$ cat src/aoxt_pkg.sv
`default_nettype none

package aoxt_pkg;

    localparam int unsigned IDX_WIDTH = 10;
    localparam int unsigned VAL_WIDTH = 32;
    localparam int unsigned OUT_WIDTH = 32;

    typedef struct packed {
        logic clear_wr;
        logic start;
        logic combine;
        logic load_out_alu;
        logic load_out_cur;
    } cmd_t;

    typedef struct packed {
        logic last;
        logic clear_last;
    } sts_t;

endpackage

`default_nettype wire

$ cat src/aoxt_ctrl.sv
`default_nettype none

module aoxt_ctrl (
    input  wire logic         aclk,
    input  wire logic         aresetn,
    input  wire logic         s_valid,
    output logic              s_ready,
    output logic              m_valid,
    input  wire logic         m_ready,
    output aoxt_pkg::cmd_t    cmd,
    input  wire aoxt_pkg::sts_t sts
);

    localparam logic [1:0] ST_CLEAR   = 2'd0;
    localparam logic [1:0] ST_IDLE    = 2'd1;
    localparam logic [1:0] ST_COMBINE = 2'd2;
    localparam logic [1:0] ST_FINISH  = 2'd3;

    logic [1:0] state_reg, state_next;
    logic       m_valid_reg, m_valid_next;
    logic       out_free;

    assign out_free = !m_valid_reg || m_ready;
    assign m_valid  = m_valid_reg;

    always_comb begin
        state_next   = state_reg;
        m_valid_next = m_valid_reg && !m_ready;
        s_ready      = 1'b0;
        cmd          = '0;
        case (state_reg)
            ST_CLEAR: begin
                cmd.clear_wr = 1'b1;
                if (sts.clear_last) begin
                    state_next = ST_IDLE;
                end
            end
            ST_IDLE: begin
                s_ready = 1'b1;
                if (s_valid) begin
                    cmd.start  = 1'b1;
                    state_next = ST_COMBINE;
                end
            end
            ST_COMBINE: begin
                cmd.combine = 1'b1;
                if (sts.last) begin
                    if (out_free) begin
                        cmd.load_out_alu = 1'b1;
                        m_valid_next     = 1'b1;
                        state_next       = ST_IDLE;
                    end else begin
                        state_next = ST_FINISH;
                    end
                end
            end
            ST_FINISH: begin
                if (out_free) begin
                    cmd.load_out_cur = 1'b1;
                    m_valid_next     = 1'b1;
                    state_next       = ST_IDLE;
                end
            end
            default: begin
                state_next = ST_IDLE;
            end
        endcase
    end

    always_ff @(posedge aclk) begin
        if (!aresetn) begin
            state_reg   <= ST_CLEAR;
            m_valid_reg <= 1'b0;
        end else begin
            state_reg   <= state_next;
            m_valid_reg <= m_valid_next;
        end
    end

    a_cmd_onehot: assert property (@(posedge aclk) disable iff (!aresetn)
        $onehot0({cmd.clear_wr, cmd.start, cmd.combine}))
        else $error("conflicting datapath commands");

    a_accept_walk: assert property (@(posedge aclk) disable iff (!aresetn)
        (s_valid && s_ready) |=> (state_reg == ST_COMBINE) && !s_ready)
        else $error("transaction accepted without starting the walk");

    a_load_valid: assert property (@(posedge aclk) disable iff (!aresetn)
        (cmd.load_out_alu || cmd.load_out_cur) |=> m_valid)
        else $error("result loaded but not presented");

    a_no_overwrite: assert property (@(posedge aclk) disable iff (!aresetn)
        (m_valid && !m_ready) |-> !(cmd.load_out_alu || cmd.load_out_cur))
        else $error("pending result overwritten");

endmodule

`default_nettype wire

$ cat config.mk
export PLATFORM = sky130hd
export DESIGN_NAME = aoxt_ctrl
export DESIGN_NICKNAME = d
export VERILOG_FILES = /design/src/aoxt_pkg.sv /design/src/aoxt_ctrl.sv
export SDC_FILE = /design/constraint.sdc
export NUM_CORES = 1
export LEC_CHECK = 0
export BUFFER_PORTS_ARGS = -buffer_cell sky130_fd_sc_hd__buf_4
export CORE_AREA = 5 5 42 44
export CTS_CLUSTER_DIAMETER = 120
export DETAILED_ROUTE_END_ITERATION = 8
export DIE_AREA = 0 0 47 49
export SKIP_LAST_GASP = 1
export SYNTH_ARGS = -nofsm -noshare
export SYNTH_HDL_FRONTEND = slang
export SYNTH_SLANG_ARGS = --single-unit
$ cat constraint.sdc
create_clock -name aclk -period 1.5 [get_ports aclk]
set_input_delay 0.3 -clock aclk [delete_from_list [all_inputs] [get_ports aclk]]
set_output_delay 0.3 -clock aclk [all_outputs]
set_load 0.03 [all_outputs]
-- Word level (Yosys, flattened, before mapping)
Cells that the tools add are included.
- add/sub/neg operators: 0
- $mul: 0
- divide/modulo/power cells: 0
- $lt $le $gt $ge: 0
- eq/ne operators: 7
- shift operators: 0
- muxes and demuxes: 17
- bitwise gates (word level): 0
- reduce and logical (&&, ||, !) cells: 6
- operators with widths (operator ; count):
    2-bit two-way mux ; 6
    1-bit two-way mux ; 9
    2-bit != test (second input constant) ; 4
    2-bit case mux with 4 select lines ; 1
    2-bit equality test (second input constant) ; 2
    4-bit AND reduction ; 1
    2-bit by 1-bit equality test with 1-bit output (second input constant) ; 1
    1-bit logical NOT ; 2
    2-bit logical NOT ; 1
    1-bit case mux with 2 select lines ; 1
    1-bit logical AND ; 1
    1-bit logical OR ; 1
- register bits: 3
- bits in latches: 0
- RAM bits: 0
- ROM bits: 0
- bits of input ports: 6
- output and inout port bits: 7
- logic and storage cells: 32
- memories: 0

-- Longest topological paths before layout
Gate-level depths: netlist of run 1.
- depth after elaboration: 5
- depth in mapped cells: 5
- mapped depth without buffers: 5

-- Worst setup path after synthesis of run 1
Ideal clock, no wire load.
- kind: register -> output
- start: reg state_reg[0]
- end: out cmd[1] in the netlist's numbering
- arrival: 1.347 ns
- required time: 1.200 ns
- slack: -0.147 ns
- cell stages (with the launch flop): 5
- buffers on the path: 0
- path through: dfxtp_1 inv_1 ha_1 nand2_1 nor2b_1
- RTL lines (item ; RTL line ; source):
    start: declaration ; aoxt_ctrl.sv:19 ; logic [1:0] state_reg, state_next;
    start signal: assignment ; aoxt_ctrl.sv:75 ; state_reg <= state_next;
    end: declaration ; aoxt_ctrl.sv:10 ; output aoxt_pkg::cmd_t cmd,

==> key figures, run 1 <==
Status
  • Status: finished, final reports clean

Floorplan
  • Die width: 47 µm
  • Core area: 0.00140 mm²
  • # rows: 14
  • I/O pin total: 13
  • Initial Util: 20.4%
  • Die area: 0.00230 mm²
  • Die Y: 49 µm

Logic synthesis
  • Synth top area share: roughly a quarter
  • Yosys cell types: 15
  • Cell taking the most area after synthesis: ha_1
  • Commonest cells in the netlist: ha_1, nand2b_1, dfxtp_1, nand2_1
  • Post-synth net total: 43
  • Number of enable flip-flop cells after synthesis: 0
  • Register area share after synthesis: 21.0%
  • Ranking of synthesized cells by area: ha_1, dfxtp_1, nand2b_1, mux2i_1, o2111ai_2
  • Most used DFF post-synth: dfxtp_1
  • Synth warn: 0
  • Post-synth ARST share: 0%
  • Syn Inst Count: 31
  • Syn Std Cell Area: 287 µm²
  • Synth Register Bits: 3
  • Most numerous cell in the Yosys netlist: ha_1
  • Syn Area/Cell: 9.24 µm²

Worst setup path
  • Crit-path max cell delay: 0.36 ns
  • Reg2reg start: state_reg[0]
  • Startpoint types: flop
  • Critical path's slowest cell: dfxtp_2
  • Worst EP arrival: 1.16 ns
  • Crit path from: state_reg[1]
  • Cell Chain, Critical Path: inv_1, ha_2, and2_1, buf_4
  • Crit path required time: about 1.2 ns
  • CP max FO: 5
  • Crit. End Element: primary output
  • Critical path class: reg -> out

STA
  • Setup violators final: 0
  • Worst-Margin Slew: 0.226 ns
  • Hold WS: 0.319 ns
  • Pins over their slew limit: 0
  • Relative slew slack: 85.0%
  • Worst setup margin: 0.0400 ns
  • Layout Skew: about 0.00026 ns
  • Fin crit period: 1.46 ns
  • Period utilization: 97.3%
  • Peak Freq: between 0.6 and 0.7 GHz
  • RSZ-0062 raised after global routing: yes
  • Final hold vios: 0

Final layout
  • Layout cells sized above 1: 55.3%
  • Final Util: 31.3%
  • Fin area: 439 µm²
  • Final net count: 60
  • Area Growth Syn to Fin: 53.3%
  • Fillers: 159
  • Final std cells w/o fill: 63
  • N_diodes: 0
  • Max reg flops: 2

Pwr
  • Power density over the cells: around 1200 mW/mm²
  • Max VDD drop: 486 µV
  • Leak pwr: 0.000208 µW

Placement
  • Post-DP HPWL: 472 µm
  • Cells after DPL: 59
  • Cell Area, Placed: ~400 µm²
  • Routability cong.: 0.712
  • Port bufs: 12
  • Dpl ws: 0.175 ns

Clock tree
  • Clk_lat worst skew: 0.23 ns
  • Hold buffers post-CTS: 0
  • H-tree levels: 1
  • Clock sinks: 3
  • CTS Buf Count: 3
  • CTS tree: done
  • Root buffer cell: clkbuf_4
  • Max Root-Sink Buffers: 2
  • CTS clock-pin slew for the worst setup and hold paths: 0.04 ns

Global routing
  • Global-route wire length before repair: 910 µm
  • Met2 global-route usage: 8.14%
  • Met1 Use GR: 5.70%
  • Initial antenna violation count: 0
  • GR Util All Layers: 5.77%
  • Grt total ovfl: 0
  • Vias in the first global route: 244
  • Grt peak-use layer: met2
  • Largest net degree at the start of global routing: 6
  • GRT met3 Usage: 4.06%

Drt
  • DR vias/cell: 4.03
  • Residual DRC: 0
  • Routed WL: 581 µm
  • DR iter-0 viols: 2
  • TritonRoute pass-1 iters: 2
  • Routed vias: between 200 and 300
  • Drt wl/cell: 9.22 µm
  • Final ANT Viol Nets: 0

Run
  • Max Cap Viol: 0

Worst hold path
  • Min-delay worst type: in -> reg
  • HP Start: aresetn
where the power goes:
| group | total, µW | leakage, µW | internal [µW] | switching (µW) |
|---|---|---|---|---|
| Clock | 138 | 0.0000150 | 99.5 | 38.2 |
| Sequential | 120 | 0.0000252 | 97.7 | 22.3 |
| Combinational | 252 | 0.000167 | 110 | 142 |
logic make-up after synthesis:
logic type      synth area share, %
simple gates                   29.7
fa+ha+maj                      26.2
compound gates                 12.2
buf+inv                        3.93
flops                          21.0
mux                            6.99
critical path: cells and delay by family, from the launching register on:
family / cells / cell delay [ns]
flops: 1 / 0.36
buf+inv: 2 / 0.24
fa+ha+maj: 1 / 0.19
simple gates: 1 / 0.14
final cells by class:
class                   count  area [µm²]  share of cell area (%)
multi-input cells          25         225                    51.3
repair buffers             12        93.8                    21.4
flip-flops and latches      3        62.6                    14.2
clock buffers               4        26.3                    5.98
well taps                  16        20.0                    4.56
inverters                   3        11.3                    2.56
per-stage QoR:
| step | power, µW | setup TNS [ns] |
|---|---|---|
| floorplan | 291 | 0 |
| global placement | 366 | 0 |
| detailed placement | 367 | 0 |
| CTS | 518 | -0.00693 |
| global route | 550 | -0.0160 |
| finish | 509 | 0 |
placed cells by master, fill, tap and decap left out:
cell type	instances
nand2b_4	1
buf_4	11
clkbuf_1	1
dfxtp_2	2
clkbuf_4	3
ha_1	4
nand2_1	2
nand2_2	1
and3b_2	1
and2_1	2
o211ai_1	1
o21a_1	1
nand2b_1	4
inv_1	1
buf_6	1
inv_2	2
o2111ai_2	1
mux2i_1	2
nor2b_1	1
ha_2	2
dfxtp_1	1
nor2b_2	1
a21oi_1	1
per-layer routing:
| metal | vias up | share of wire [%] |
|---|---|---|
| met5 | - | 0 |
| met4 | 0 | 0 |
| met3 | 0 | 11 |
| met2 | 9 | 47 |
| met1 | 107 | 41 |
| li1 | 138 | - |
what timing repair did:
action,4_1_cts,5_1_grt
setup buffers,0,0
gates resized for setup,4,2
endpoints found under the setup margin,2,2
worst paths after layout:
kind	end	slack, ns	cells after the start
max reg2reg	state_reg[1]	0.27	5
max	cmd[3]	0.04	4
min	m_valid	0.32	2
min reg2reg	state_reg[1]	0.49	2
(Power assumes the default switching activity.)
==> inputs of run 2 (changes only) <==
- ABC_AREA: default -> 1
- CORE_AREA: 5 5 42 44 -> 2 2 39 41
- DIE_AREA: 0 0 47 49 -> 0 0 41 43
==> key figures, run 2 <==
Status
  • Status: finished, final reports clean

Clock tree
  • Max Root-Sink Buffers: 2
  • CTS clock-pin slew for the worst setup and hold paths: approximately 0.030 ns
  • Clk_lat worst skew: 0.23 ns
  • Clock sinks: 3
  • Hold buffers post-CTS: 0
  • CTS tree: done
  • Root buffer cell: clkbuf_4
  • H-tree levels: 1
  • CTS Buf Count: 3

Logic synthesis
  • Cell taking the most area after synthesis: ha_1
  • Number of enable flip-flop cells after synthesis: 0
  • Syn Area/Cell: 6.39 µm²
  • Most used DFF post-synth: dfxtp_1
  • Syn Std Cell Area: 300 µm²
  • Commonest cells in the netlist: nand2_1, inv_1, ha_1, nor2_1, dfxtp_1
  • Synth top area share: 25.0%
  • Post-synth net total: 59
  • Post-synth ARST share: 0%
  • Syn Inst Count: 47
  • Yosys cell types: 14
  • Ranking of synthesized cells by area: ha_1, dfxtp_1, nand2_1, inv_1, nor2_1
  • Register area share after synthesis: 20.0%
  • Most numerous cell in the Yosys netlist: nand2_1
  • Synth warn: 0
  • Synth Register Bits: 3

Worst setup path
  • Reg2Reg Depth: 8
  • CP max FO: 5
  • Reg2reg start: state_reg[1]
  • Buf/Inv on CP: 2
  • Startpoint types: flop
  • Crit. End Element: primary output
  • Cell Chain, Critical Path: inv_2, ha_2, nand2_1, nor2_2, buf_6
  • Worst EP arrival: 1.17 ns
  • R2R Path End: state_reg[0]
  • Delay-heaviest family, CP: flip-flops
  • Critical path's slowest cell: dfxtp_2
  • Critical path class: reg -> out
  • Reg2Reg Setup Slack: about 0.26 ns
  • Crit-path max cell delay: about 0.34 ns
  • Crit path required time: 1.20 ns

Pwr
  • Design Power: roughly 830 µW
  • Leak pwr: 0.000251 µW
  • Power density over the cells: approximately 1900 mW/mm²
  • Max VDD drop: 406 µV

Placement
  • Post-DP HPWL: 497 µm
  • Port bufs: 12
  • Routability cong.: 0.768

Global routing
  • GR Util All Layers: under 10%
  • Grt total ovfl: 0
  • Vias in the first global route: around 250
  • Global-route wire length before repair: around 980 µm
  • Largest net degree at the start of global routing: 6
  • Initial antenna violation count: 0

Final layout
  • Area Growth Syn to Fin: 49.2%
  • N_diodes: 0
  • Layout cells sized above 1: a little under two fifths
  • Commonest non-fill, non-tap cells in the layout: nand2_1, buf_4, inv_1
  • Final net count: 76
  • Max reg flops: 2
  • Commonest non-fill, non-tap cell in the layout: nand2_1
  • Final Util: about 32%

Drt
  • Routed WL: 612 µm
  • Met1 wire length: 261 µm
  • Residual DRC: 0
  • DR vias/cell: 4.03
  • Routed wire length on met2: around 270 µm
  • DR iter-0 viols: 6
  • Routed vias: 318
  • Drt wl/cell: 7.75 µm
  • TritonRoute pass-1 iters: 4
  • Metal3 WL: 69 µm
  • Final ANT Viol Nets: 0
  • Uppermost routed layer: met4

STA
  • Worst-Margin Slew: 0.161 ns
  • Period utilization: 97.8%
  • Pins over their slew limit: 0
  • Final hold vios: 0
  • Fin crit period: roughly 1.5 ns
  • Relative slew slack: 89.2%
  • Layout Skew: 0.00263 ns
  • Setup violators final: 0
  • RSZ-0062 raised after global routing: yes
  • Peak Freq: slightly below 0.7 GHz

Worst hold path
  • HP Start: aresetn
  • Min-delay worst type: in -> reg
  • Hold Path Cell Cnt: 3
  • Hold Path End: state_reg[1]

Floorplan
  • Die area: ~0.0018 mm²
  • I/O pin total: 13
  • Die Y: 43 µm
  • Initial Util: 21.7%
  • # rows: 14
  • Core area: 0.00138 mm²
  • Die width: around 40 µm

Run
  • Max Cap Viol: 0
## run 2: cells by family (layout without fill, tap and decap cells)
| family | count (synthesis) | after routing | share of synthesized area [%] |
|---|---|---|---|
| AO/OA/AOI/OAI | 4 | 4 | 8.33 |
| adder cells (fa/ha/maj) | 6 | 6 | 25.0 |
| buffers and inverters | 12 | 28 | 15.0 |
| flip-flops | 3 | 3 | 20.0 |
| AND/OR/NAND/NOR | 22 | 22 | 31.7 |
## run 2: repair_timing
action	4_1_cts	5_1_grt
gates resized for setup	2	2
pin swaps	0	0
endpoints found under the setup margin	3	3
endpoints found under the hold margin	0	0
buffers inserted	0	0
## run 2: worst max-delay path by stage
stage / start / to / slack, ns / cells past startpoint
3_5_place_dp: state_reg[0] / cmd[1] / 0.16 / 5
5_1_grt: state_reg[0] / cmd[1] / -0.04 / 5
6_report: state_reg[0] / cmd[1] / 0.03 / 5
2_1_floorplan: state_reg[0] / cmd[1] / 0.09 / 4
4_1_cts: state_reg[0] / cmd[1] / -0.02 / 5
3_3_place_gp: state_reg[0] / cmd[1] / 0.19 / 5
## run 2: worst register-to-register path: stages (launching register included)
cell,delay [ns]
dfxtp_2,0.36
inv_1,0.09
ha_1,0.22
nand2_1,0.07
nand2_1,0.08
nor2_2,0.16
nand2_1,0.06
nand2_1,0.05
nor2_1,0.04
## run 2: cell type report
class                           count  area [µm²]
Clock buffer                        4        26.3
Multi-Input combinational cell     32         200
Fill cell                         160         936
Tap cell                           16        20.0
Timing Repair Buffer               12        93.8
Sequential cell                     3        62.6
Inverter                           12        45.0
## run 2: metrics by stage
stage	setup TNS, ns	cell area (µm²)	hold WS (ns)	cells	setup slack [ns]
2_1_floorplan	0	305	0.420	47	0.0861
3_3_place_gp	0	415	0.549	75	0.193
3_5_place_dp	0	415	0.561	75	0.158
4_1_cts	-0.0247	444	0.312	79	-0.0247
5_1_grt	-0.0927	448	0.328	79	-0.0356
6_report	0	448	0.313	79	0.0336
## run 2: metal layers
layer / track usage (%) / up-vias
met5: 0 / -
met4: 6.00 / 0
met3: 6.28 / 2
met2: 11.3 / 15
met1: 9.62 / 133
li1: - / 168
## run 2: power by group
part | internal [µW] | total (µW) | leakage [µW] | switching, µW
registers | 118 | 163 | 0.0000253 | 45.8
clock network | 99.7 | 142 | 0.0000150 | 42.6
logic | 205 | 528 | 0.000210 | 323
total | 423 | 834 | 0.000251 | 412
==> inputs of run 3 (changes only) <==
- clock period: 1.5 -> 1.2 ns (I/O delays scaled with it)
==> key figures, run 3 (synthesized netlist as in run 2, its figures left out) <==
Worst setup path
  • CP max FO: 4
  • Startpoint types: flop
  • R2R Path End: state_reg[0]
  • Worst EP arrival: 1.09 ns
  • Reg2Reg Setup Slack: 0.02 ns
  • Reg2reg start: state_reg[1]
  • Reg2Reg Depth: 8
  • Critical path class: reg -> out
  • Crit path required time: 0.96 ns
  • Crit. End Element: primary output

STA
  • Relative slew slack: 88.2%
  • Worst setup margin: -0.135 ns
  • RSZ-0062 raised after global routing: yes
  • Fin crit period: about 1.3 ns
  • Layout Skew: 0.000804 ns
  • Period utilization: 111%
  • Final hold vios: 0
  • Peak Freq: 0.749 GHz
  • Setup violators final: 6
  • Worst-Margin Slew: 0.177 ns
  • Pins over their slew limit: 0
  • Hold WS: 0.244 ns

Clock tree
  • Clock sinks: 3
  • H-tree levels: 1
  • CTS tree: done
  • Hold buffers post-CTS: 0
  • Clk_lat worst skew: between 0.2 and 0.25 ns
  • CTS Buf Count: 3
  • Root buffer cell: clkbuf_4
  • CTS clock-pin slew for the worst setup and hold paths: 0.04 ns
  • Max Root-Sink Buffers: 2

Global routing
  • Global-route wire length before repair: between 1 and 1.5 mm
  • Initial antenna violation count: 0
  • Largest net degree at the start of global routing: 5
  • Grt total ovfl: 0
  • GR Util All Layers: 10.0%
  • Vias in the first global route: between 300 and 400

Drt
  • Routed vias: 348
  • TritonRoute pass-1 iters: 2
  • DR vias/cell: 4.14
  • Routed WL: approximately 700 µm
  • Residual DRC: 0
  • DR iter-0 viols: 3
  • Final ANT Viol Nets: 0
  • Drt wl/cell: 8.21 µm

Placement
  • Dpl ws: 0.00110 ns
  • Routability cong.: 0.745
  • Cells after DPL: 76
  • Port bufs: 12
  • Cell Area, Placed: roughly 470 µm²
  • Post-DP HPWL: 528 µm

Floorplan
  • Die area: approximately 0.0018 mm²
  • Die Y: 43 µm
  • # rows: 14
  • Die width: 41 µm
  • I/O pin total: 13
  • Core area: between 0.001 and 0.0015 mm²
  • Initial Util: 21.7%

Worst hold path
  • HP Start: aresetn
  • Hold Path End: state_reg[1]
  • Hold Path Cell Cnt: 3
  • Min-delay worst type: in -> reg

Run
  • Max Cap Viol: 0

Final layout
  • Max reg flops: 2
  • Commonest non-fill, non-tap cell in the layout: buf_4
  • Layout cells sized above 1: 64.7%
  • Commonest non-fill, non-tap cells in the layout: buf_4, inv_1, nand2_1
  • Area Growth Syn to Fin: 108%
  • Final std cells w/o fill: 84
  • Fin area: between 600 and 700 µm²
  • N_diodes: 0
  • Final net count: about 80

Pwr
  • Leak pwr: 0.000306 µW
  • Max VDD drop: 787 µV
  • Power density over the cells: between 2000 and 2500 mW/mm²

Status
  • Status: complete, but fails checks
  • Violated checks: negative setup slack
[run 3: changes by cell type in the layout (fill, tap and decap cells not counted), moves of 3 or more]
| cell | delta |
|---|---|
| buf_6 | +5 |
| ha_1 | -4 |
| ha_4 | +4 |
| inv_1 | -3 |
| nand2_1 | -5 |
| nand2_4 | +3 |
[run 3: worst max-delay path: stages, from the launching register on]
cell and delay [ns]:
dfxtp_4 0.37, buf_6 0.13, ha_4 0.16, nand2_2 0.05
inv_2 0.03, buf_6 0.12
[run 3: repair_timing]
item	4_1_cts	5_1_grt
buffers inserted	3	1
resized for setup	17	9
setup endpoints to repair	8	8
pin swaps	5	3
[run 3: power breakdown]
group / switching, µW / internal, µW
sequential: 91.5 / 161
clock: 51.7 / 125
combinational: 539 / 522
total: 682 / 808
[run 3: worst max-delay path by stage]
| stage | cells after the start | startpoint | slack (ns) | to |
|---|---|---|---|---|
| floorplan | 4 | state_reg[0] | 0.02 | cmd[1] |
| global placement | 8 | state_reg[1] | 0.02 | state_reg[1] |
| detailed placement | 8 | state_reg[1] | 0.001 | state_reg[0] |
| CTS | 5 | state_reg[0] | -0.14 | cmd[3] |
| global route | 5 | state_reg[0] | -0.18 | cmd[1] |
| finish | 5 | state_reg[0] | -0.13 | cmd[3] |
[run 3: area by class of cell]
cell class              count  area (µm²)
fillers                   140         761
multi-input cells          32         293
repair buffers             17         163
flip-flops and latches      3        68.8
inverters                  12        52.6
clock buffers               4        26.3
well taps                  16        20.0
[run 3: through the flow]
stage / total power (µW) / util, % / TNS [ns]
2_1_floorplan: 808 / - / 0
3_3_place_gp: 976 / 33.9 / 0
3_5_place_dp: 991 / 33.9 / 0
4_1_cts: 1370 / 41.7 / -0.523
5_1_grt: 1620 / 45.0 / -0.942
6_report: 1490 / 45.0 / -0.549
[run 3: routing by layer]
layer  global-route usage (%)  part of all wire, %
met1                     9.62                   37
met4                     2.00                    0
met5                        0                    0
met2                     18.1                   57
met3                     4.71                  5.4
